==> src/rtl/lkv_pkg.sv <==
package lkv_pkg;

  localparam int MaxEntries = 16;
  localparam int KeyBits    = 32;
  localparam int ValueBits  = 32;
  localparam int IdxBits    = $clog2(MaxEntries);
  localparam int CntBits    = $clog2(MaxEntries + 1);
  localparam int CapBits    = 5;

  localparam logic OP_GET = 1'b0;
  localparam logic OP_SET = 1'b1;

  typedef struct packed {
    logic                        opcode;
    logic signed [KeyBits-1:0]   lookup_key;
    logic signed [ValueBits-1:0] store_value;
  } lkv_in_t;

  typedef struct packed {
    logic                        found;
    logic signed [ValueBits-1:0] read_value;
    logic                        newly_inserted;
    logic [4:0]                  occupancy;
    logic                        is_full;
  } lkv_out_t;

endpackage

==> src/rtl/lru_key_value_cache_top.sv <==
// LRU key-value cache: a fully associative store of 16 key/value words with
// least-recently-used replacement. Each input word is a get or a set; each
// produces exactly one result word with found, read value, an inserted flag,
// the occupancy and a full flag. Keys, valid bits and recency ranks sit in
// flops so all entries compare in parallel; the values sit in a synchronous
// RAM with a registered read. Each item passes a lookup step that resolves
// hit/victim, updates ranks and writes the value, and a read step that
// returns the RAM data. A new item is not taken while a read is in flight;
// it is taken once the result register is free or being drained by the
// consumer. The capacity register may be written only while idle;
// values 0 and above 16 act as 1 and 16.
module lru_key_value_cache_top (
  input  logic             clk,
  input  logic             rst_n,
  input  logic             in_valid,
  output logic             in_stall,
  input  lkv_pkg::lkv_in_t in_data,
  output logic             out_valid,
  input  logic             out_stall,
  output lkv_pkg::lkv_out_t out_data,
  input  logic             cfg_valid,
  output logic             cfg_ready,
  input  logic [4:0]       cfg_data
);
  import lkv_pkg::*;

  logic [CapBits-1:0]   cap_r;
  logic [KeyBits-1:0]   key_r [MaxEntries];
  logic [MaxEntries-1:0] vld_r;
  logic [IdxBits-1:0]   rank_r [MaxEntries];
  logic [CntBits-1:0]   cnt_r;

  // Read-step context: a value read is in flight.
  logic                 rd_pend_r;
  logic                 rd_hit_r;
  lkv_out_t             res_r;
  logic                 res_vld_r;

  logic                 accept;
  logic [CntBits-1:0]   cap_eff;
  logic [KeyBits-1:0]   key_in;
  logic [MaxEntries-1:0] hit_vec;
  logic                 hit;
  logic [IdxBits-1:0]   hit_idx;
  logic [IdxBits-1:0]   free_idx;
  logic                 free_any;
  logic [IdxBits-1:0]   lru_idx;
  logic                 evict;
  logic [IdxBits-1:0]   tgt_idx;
  logic                 ins;
  logic [CntBits-1:0]   cnt_nxt;
  logic [ValueBits-1:0] ram_rd;

  // Take a word only when nothing is in flight and the result slot is free.
  assign in_stall  = rd_pend_r | (res_vld_r & out_stall);
  assign accept    = in_valid & ~in_stall;
  assign cfg_ready = 1'b1;
  assign key_in    = in_data.lookup_key;

  always_comb begin
    if (cap_r == '0) begin
      cap_eff = CntBits'(1);
    end else if (cap_r > CapBits'(MaxEntries)) begin
      cap_eff = CntBits'(MaxEntries);
    end else begin
      cap_eff = CntBits'(cap_r);
    end
  end

  // Parallel compare, first free slot, oldest valid entry.
  always_comb begin
    hit_idx  = '0;
    free_idx = '0;
    free_any = 1'b0;
    lru_idx  = '0;
    for (int i = 0; i < MaxEntries; i++) begin
      hit_vec[i] = vld_r[i] & (key_r[i] == key_in);
      if (hit_vec[i]) hit_idx = IdxBits'(i);
      if (vld_r[i] && rank_r[i] == IdxBits'(cnt_r - CntBits'(1))) lru_idx = IdxBits'(i);
    end
    for (int i = MaxEntries - 1; i >= 0; i--) begin
      if (!vld_r[i]) begin
        free_idx = IdxBits'(i);
        free_any = 1'b1;
      end
    end
  end

  assign hit     = |hit_vec;
  assign ins     = (in_data.opcode == OP_SET) & ~hit;
  assign evict   = ins & ((cnt_r >= cap_eff) | ~free_any);
  assign tgt_idx = hit ? hit_idx : (evict ? lru_idx : free_idx);
  assign cnt_nxt = (ins & ~evict) ? cnt_r + CntBits'(1) : cnt_r;

  lkv_ram #(.Width(ValueBits), .Depth(MaxEntries)) u_val_ram (
    .clk     (clk),
    .wr_en   (accept & (in_data.opcode == OP_SET)),
    .wr_addr (tgt_idx),
    .wr_data (in_data.store_value),
    .rd_addr (tgt_idx),
    .rd_data (ram_rd)
  );

  always_ff @(posedge clk) begin
    if (!rst_n) begin
      cap_r     <= CapBits'(16);
      vld_r     <= '0;
      cnt_r     <= '0;
      rd_pend_r <= 1'b0;
      res_vld_r <= 1'b0;
    end else begin
      if (cfg_valid && cfg_ready) cap_r <= cfg_data;
      if (res_vld_r && !out_stall) res_vld_r <= 1'b0;
      if (accept) begin
        // Promote the target; entries more recent than it age by one (a fresh insert ages every valid entry).
        // A get that misses leaves the ranks alone.
        if (hit || ins) begin
          for (int i = 0; i < MaxEntries; i++) begin
            if (vld_r[i] && IdxBits'(i) != tgt_idx &&
                ((ins && !evict) || rank_r[i] < rank_r[tgt_idx])) begin
              rank_r[i] <= rank_r[i] + IdxBits'(1);
            end
          end
          rank_r[tgt_idx] <= '0;
        end
        if (ins) begin
          key_r[tgt_idx] <= key_in;
          vld_r[tgt_idx] <= 1'b1;
        end
        cnt_r                  <= cnt_nxt;
        rd_pend_r              <= 1'b1;
        rd_hit_r               <= hit & (in_data.opcode == OP_GET);
        res_r.found            <= hit & (in_data.opcode == OP_GET);
        res_r.newly_inserted   <= ins;
        res_r.occupancy        <= 5'(cnt_nxt);
        res_r.is_full          <= cnt_nxt >= cap_eff;
      end
      if (rd_pend_r) begin
        // Attach the value read and present the word.
        rd_pend_r        <= 1'b0;
        res_vld_r        <= 1'b1;
        res_r.read_value <= rd_hit_r ? ram_rd : '0;
      end
    end
  end

  assign out_valid = res_vld_r;
  assign out_data  = res_r;

  a_cnt_vld : assert property (@(posedge clk) disable iff (!rst_n)
    CntBits'($countones(vld_r)) == cnt_r) else $error("count mismatch");
  a_one_inflight : assert property (@(posedge clk) disable iff (!rst_n)
    rd_pend_r |=> !rd_pend_r) else $error("overlapping reads");
  a_found_get : assert property (@(posedge clk) disable iff (!rst_n)
    out_valid |-> !(out_data.found && out_data.newly_inserted)) else $error("bad flags");
  a_occ_range : assert property (@(posedge clk) disable iff (!rst_n)
    cnt_r <= CntBits'(MaxEntries)) else $error("count overflow");

endmodule

==> src/rtl/lkv_ram.sv <==
module lkv_ram #(
  parameter int Width = 32,
  parameter int Depth = 16
) (
  input  logic                     clk,
  input  logic                     wr_en,
  input  logic [$clog2(Depth)-1:0] wr_addr,
  input  logic [Width-1:0]         wr_data,
  input  logic [$clog2(Depth)-1:0] rd_addr,
  output logic [Width-1:0]         rd_data
);

  logic [Width-1:0] mem [Depth];

  always_ff @(posedge clk) begin
    if (wr_en) begin
      mem[wr_addr] <= wr_data;
    end
    rd_data <= mem[rd_addr];
  end

endmodule

==> config.mk <==
export PLATFORM = sky130hd
export DESIGN_NAME = lru_key_value_cache_top
export DESIGN_NICKNAME = d
export VERILOG_FILES = /design/src/rtl/lkv_pkg.sv /design/src/rtl/lru_key_value_cache_top.sv /design/src/rtl/lkv_ram.sv
export SDC_FILE = /design/constraint.sdc
export NUM_CORES = 2
export LEC_CHECK = 0
export ABC_AREA = 1
export BUFFER_PORTS_ARGS = -buffer_cell sky130_fd_sc_hd__buf_2
export CAP_MARGIN = 30
export CORE_MARGIN = 2
export CORE_UTILIZATION = 50
export DETAILED_ROUTE_END_ITERATION = 7
export PLACE_DENSITY = 0.8
export SYNTH_ARGS = -nofsm -noshare
export SYNTH_HDL_FRONTEND = slang
export SYNTH_SLANG_ARGS = --single-unit
==> constraint.sdc <==
create_clock -name clk -period 5.55 [get_ports clk]
set_clock_uncertainty 0.05 [all_clocks]
set_input_delay 1.11 -clock clk [delete_from_list [all_inputs] [get_ports clk]]
set_output_delay 1.11 -clock clk [all_outputs]
set_load 0.1 [all_outputs]
-- After elaboration in Yosys (flattened, before gate mapping)
Memory sizes are Yosys's and may differ from the RTL's. A register that Yosys moved wholly into a read port is not among the register bits.
Index checks and enable logic that the tools add are counted.
- ROM bits: 0
- output and inout port bits: 43
- latch bits: 0
- memory bits (writable): 1088
- bits of input ports: 75
- logic and storage cells: 369
- register bits: 68
- memories: 3
- memory list (memory ; depth ; bits a word ; read ports ; clocked after Yosys merged registers in ; wr ports ; RTL line ; text):
    key_r ; 16 ; 32 ; 16 ; 0 ; 1 ; lru_key_value_cache_top.sv:28 ; logic [KeyBits-1:0] key_r [MaxEntries];
    u_val_ram.mem ; 16 ; 32 ; 1 ; 1 ; 1 ; lkv_ram.sv:13 ; logic [Width-1:0] mem [Depth];
    rank_r ; 16 ; 4 ; 17 ; 0 ; 17 ; lru_key_value_cache_top.sv:30 ; logic [IdxBits-1:0] rank_r [MaxEntries];
- equal/unequal tests: 46
- multipliers: 0
- shifts and indexed selects: 0
- reductions and logical operators: 77
- magnitude comparators: 21
- multiplexer cells: 162
- bitwise gates (word level): 32
- $add $sub $neg: 18
- div/mod/pow operators: 0
- operators by type and width (operator ; count):
    $eq A32 B32 Y1 ; 16
    $mux W4 ; 46
    $mux W1 ; 112
    $add A4 B1 Y4 const B ; 16
    $lt A4 B4 Y1 ; 16
    $eq A4 B4 Y1 ; 15
    $logic_and A1 B1 Y1 ; 50
    $ne A4 B4 Y1 const A ; 8
    $and A1 B1 Y1 ; 23
    $logic_or A1 B1 Y1 ; 17
    $ne A3 B4 Y1 const A ; 4
    $or A16 B16 Y16 ; 1
    $reduce_or A16 Y1 ; 1
    $mux W5 ; 3
    $ge A5 B5 Y1 ; 2
    $ne A2 B4 Y1 const A ; 2
    $not A1 Y1 ; 6
    $reduce_and A2 Y1 ; 3
    $add A5 B1 Y5 const B ; 1
    $gt A5 B5 Y1 const B ; 1
    $logic_not A5 Y1 ; 1
    $lt A4 B5 Y1 const B ; 1
    $demux W1 S4 ; 1
    $ge A4 B1 Y1 const B ; 1
    7 further kinds ; 9

-- Depth between registers and ports, before layout
An unclocked memory read counts as a cell.
- depth in word-level cells: 30
- gate-level depth with buffers: 47
- mapped depth without buffers: 42

-- Modules after synthesis
From an unflattened synthesis, not the netlist that was laid out.
- cells, all modules: 5424
- area total of the unflattened synthesis: 54710.0 um^2
- by module, submodules not included (module ; area an instance (um^2) ; instances ; cells each ; sequential area each (um^2)):
    lru_key_value_cache_top ; 31979.4 ; 1 ; 3304 ; 18417.7
    lkv_ram ; 22730.6 ; 1 ; 2120 ; 16015.4

-- Worst setup path after synthesis
No wires, ideal clock.
- kind: input to register
- from: in in_data[61] (netlist bit)
- to: mem key_r[10][0], enable pin
- setup time: 421 ps
- path buffers: 2
- stages: 20
- setup slack: 253 ps
- arrival time: 4826 ps
- data required time: 5079 ps
- cells stage by stage: buf_4 -> inv_4 -> buf_2 -> nand2_1 -> o21ai_1 -> nor2_1 -> nand3_1 -> nor2_1 -> nand3_1 -> nand2_1 -> nor2_4 -> nand3_1 -> nor2_4 -> inv_2 -> a311o_1 -> a21oi_1 -> clkinv_1 -> nor2_1 -> inv_1 -> nor2_1
- word-level cells in the longest chain between the ends: 18
- elaborated cells on any way between the ends: 57
- those cells by class: 16 x eq/ne; 21 x mux; 19 x bitwise; 1 x reduce/logical
- ends and longest elaborated chain (item ; RTL line ; text):
    start, declared ; lru_key_value_cache_top.sv:17 ; input lkv_pkg::lkv_in_t in_data,
    $eq A32 B32 Y1 ; lru_key_value_cache_top.sv:77 ; hit_vec[i] = vld_r[i] & (key_r[i] == key_in);
    $and A1 B1 Y1 ; lru_key_value_cache_top.sv:77 ;
    $mux W1 ; lru_key_value_cache_top.sv:78 ; if (hit_vec[i]) hit_idx = IdxBits'(i);
    $mux W4 (14 in series) ; lru_key_value_cache_top.sv:78 ;
    $mux W4 ; lru_key_value_cache_top.sv:92 ; assign tgt_idx = hit ? hit_idx : (evict ? lru_idx : free_idx);
    end, declared ; lru_key_value_cache_top.sv:28 ;
Parallel ways exist; a longest one is shown, timed or not.

==> out/results.ini <==
[pwr]
p_comb_frac=0.123
peakVddDrop_mv=0.285
p_switching_mw=5.32
leakagePower_nw=21.9
p_per_area_nw_per_um2=345
sw_frac_of_total=0.259
internal-power_mw=15.2
p_total_mw=20.5
clockPowerShare=0.389
power_frac_seq=0.488

[yosys]
yosysMostFrequentCell=edfxtp_1
yosys.area.top_type=edfxtp_1
yosysWarnings=0
synthFlopType=edfxtp_1
syn_inst=4432
synthTopCellsByArea=edfxtp_1 (62%), nand2_1 (6.3%), dfxtp_1 (4.8%), a22oi_1 (3.8%), nor2_1 (2.6%)
ys_types=55
syn_avg_cell_area_sq_um=11.6
synth_seq_area_share=0.671
synth_top_area_frac=0.622
synth_area_sq_um=51300
synth_common_cells=edfxtp_1 (1064), nand2_1 (863), nor2_1 (356), inv_1 (354), a22oi_1 (259)
synth_edf_count=1064
synth_seq_cells=1188
syn-num-nets=4583
async_flop_share=0

[hold_path]
holdPathEnd=out_data[24]
hold_path_class=flip-flop to flip-flop
hold_path_depth=2
min-delay-start=u_val_ram.rd_data[17]

[route]
via_per_inst=6.06
wl_um=150000
firstDrtPassIters=8
drt_iter0_drc=5551
antenna_left=0
routedWlPerCell_um=24.1
post-route-drc-count=0
vias=37700

[worst_setup_path]
criticalPathCategory=input pin to flip-flop
ff2ff_setup_slack_ns=0.57
arrival_ns=5.77
endpoint_kind=flip-flop
critPathSlowestCell=buf_2
rr_worst_depth=32
r2r_end=rank_r[14][0]
r2r-start=cnt_r[1]
crit_fanout=9
critPathLaunchType=input pin
required_ns=6.12
crit_path_frequent_cell=nand2_1
path_delay_family=simple AND/OR/NAND/NOR gates
crit_path_max_incr_delay_ns=0.36
worstPathBufferInverterCount=5

[grt]
grt_pass1_vias=36300
antenna_found_initial=6
grt_pass1_wl_um=222000
grt_overflow=0
grt_max_degree=55
track_usage=0.278

[timing]
period_minus_slack_ns=5.20
finalHoldViolCount=0
fmax_mhz=192
rsz0062_at_grt=false
period_share=0.937
drv_slew=0
tightestPinTransition_ns=0.862
holdWs_ns=0.438
setup_viol=0
relSlewSlack=0.425
finalSetupTns_ns=0

[clocking]
postCtsSetupBuffers=0
path_clk_slew_ns=0.06
cts_tree=built
clk_latency_ns=0.75
cts_resized=0
clock_path_buffers=3
cts-root-buf=clkbuf_16
hold_buffers=0
htreeDepth=3
numCtsBuffers=116
cts_sinks=1188

[die]
die_w_um=324
ios=118
core.rowCount=117
dieArea_sq_um=105000
die_height_um=324
initial_core_util=0.505
core_sq_um=102000

[layout]
final_util=0.585
drive_gt1_frac=0.138
final_area_sq_um=59600
synthToLayoutAreaGrowth_pct=16.0
fin_nets=4885

[place]
gp_congestion=0.978
hpwlAfterDp_um=93200
dpl_cell_area_sq_um=55700
numPortBuffers=116

[status]
status=finished clean

[job]
drv_cap=0

-- routing by layer --
layer	global-route usage	part of all wire
met1	0.373	0.36
met2	0.426	0.45
met3	0.0600	0.13
met4	0.149	0.057
met5	0	0.000087
-- flip-flops by register name, indices dropped and copies added (netlist names), 5 cells and up --
signal	flops
cap_r	5
cnt_r	5
key_r	512
out_data	40
rank_r	64
u_val_ram.mem	512
u_val_ram.rd_data	32
vld_r	16
-- kinds of logic (layout without fill, tap and decap cells) --
kind of cell | Yosys count | in the layout | share of synthesized area
simple gates | 1600 | 1600 | 0.134
flops | 1188 | 1188 | 0.671
compound gates | 802 | 802 | 0.0956
buf+inv | 567 | 970 | 0.0475
xor+xnor | 198 | 198 | 0.0338
fa+ha+maj | 76 | 76 | 0.0185
other cells | 1 | 11 | 0.0000730
-- tightest hold or removal path: cells and delay by family (launching register included) --
kind / cells / cell delay, ns
buffers and inverters: 1 / 0.04
DFF: 1 / 0.31
and+or+nand+nor: 1 / 0.04
-- layout make-up --
cell class	instances	area, sq um
clock inverter	71	736
fill	7548	42200
clock buffer	148	3120
tap	1368	1710
inverter	393	1490
antenna	10	25.0
timing repair buffer	358	3370
sequential	1188	34400
multi-input combinational	2677	14700
-- through the flow --
step                      cells  setup slack, ns
after CTS                  6202            0.586
after global routing       6206           0.0420
after global placement     5983           0.0193
final                      6213            0.348
after detailed placement   5983           -0.160
after floorplan            4432            0.253
-- how the worst max path moves through the flow --
stage                      startpoint             to  slack [ns]  depth (start not counted)
after floorplan           in_data[61]   key_r[10][0]        0.25                         20
after global placement    in_data[56]  rank_r[14][1]        0.02                         39
after detailed placement  in_data[56]  rank_r[15][1]       -0.16                         39
after CTS                 in_data[56]  rank_r[15][1]        0.59                         39
after global routing      in_data[56]  rank_r[14][1]        0.04                         40
final                     in_data[56]  rank_r[15][1]        0.35                         39
-- power by group through the flow --
stage                     registers (mW)  clock network, mW  logic (mW)
after CTS                           10.0               8.02        2.46
after global routing                10.0               8.36        2.73
after floorplan                     10.2                  0        1.45
final                               10.0               7.99        2.52
after detailed placement            10.2                  0        2.43
after global placement              10.2                  0        2.36
-- cell usage in the layout, fill, tap and decap left out, types with 13 or more instances in the layout --
master,count
a21oi_1,238
o21ai_1,53
inv_1,351
buf_4,164
nand2_1,861
clkbuf_16,116
dfxtp_1,124
or2_2,20
nor3_1,45
ha_1,76
nor2_4,29
buf_2,116
xor2_1,65
xnor2_1,133
nand3_1,126
clkbuf_1,22
or4_1,32
buf_12,78
a22oi_1,259
or2_0,13
nand2_2,23
edfxtp_1,1064
o21ai_0,130
nor2_1,324
inv_2,35
clkinv_1,24
nand4_1,83
clkinv_2,24
o22ai_1,82
(Power assumes the default switching activity.)
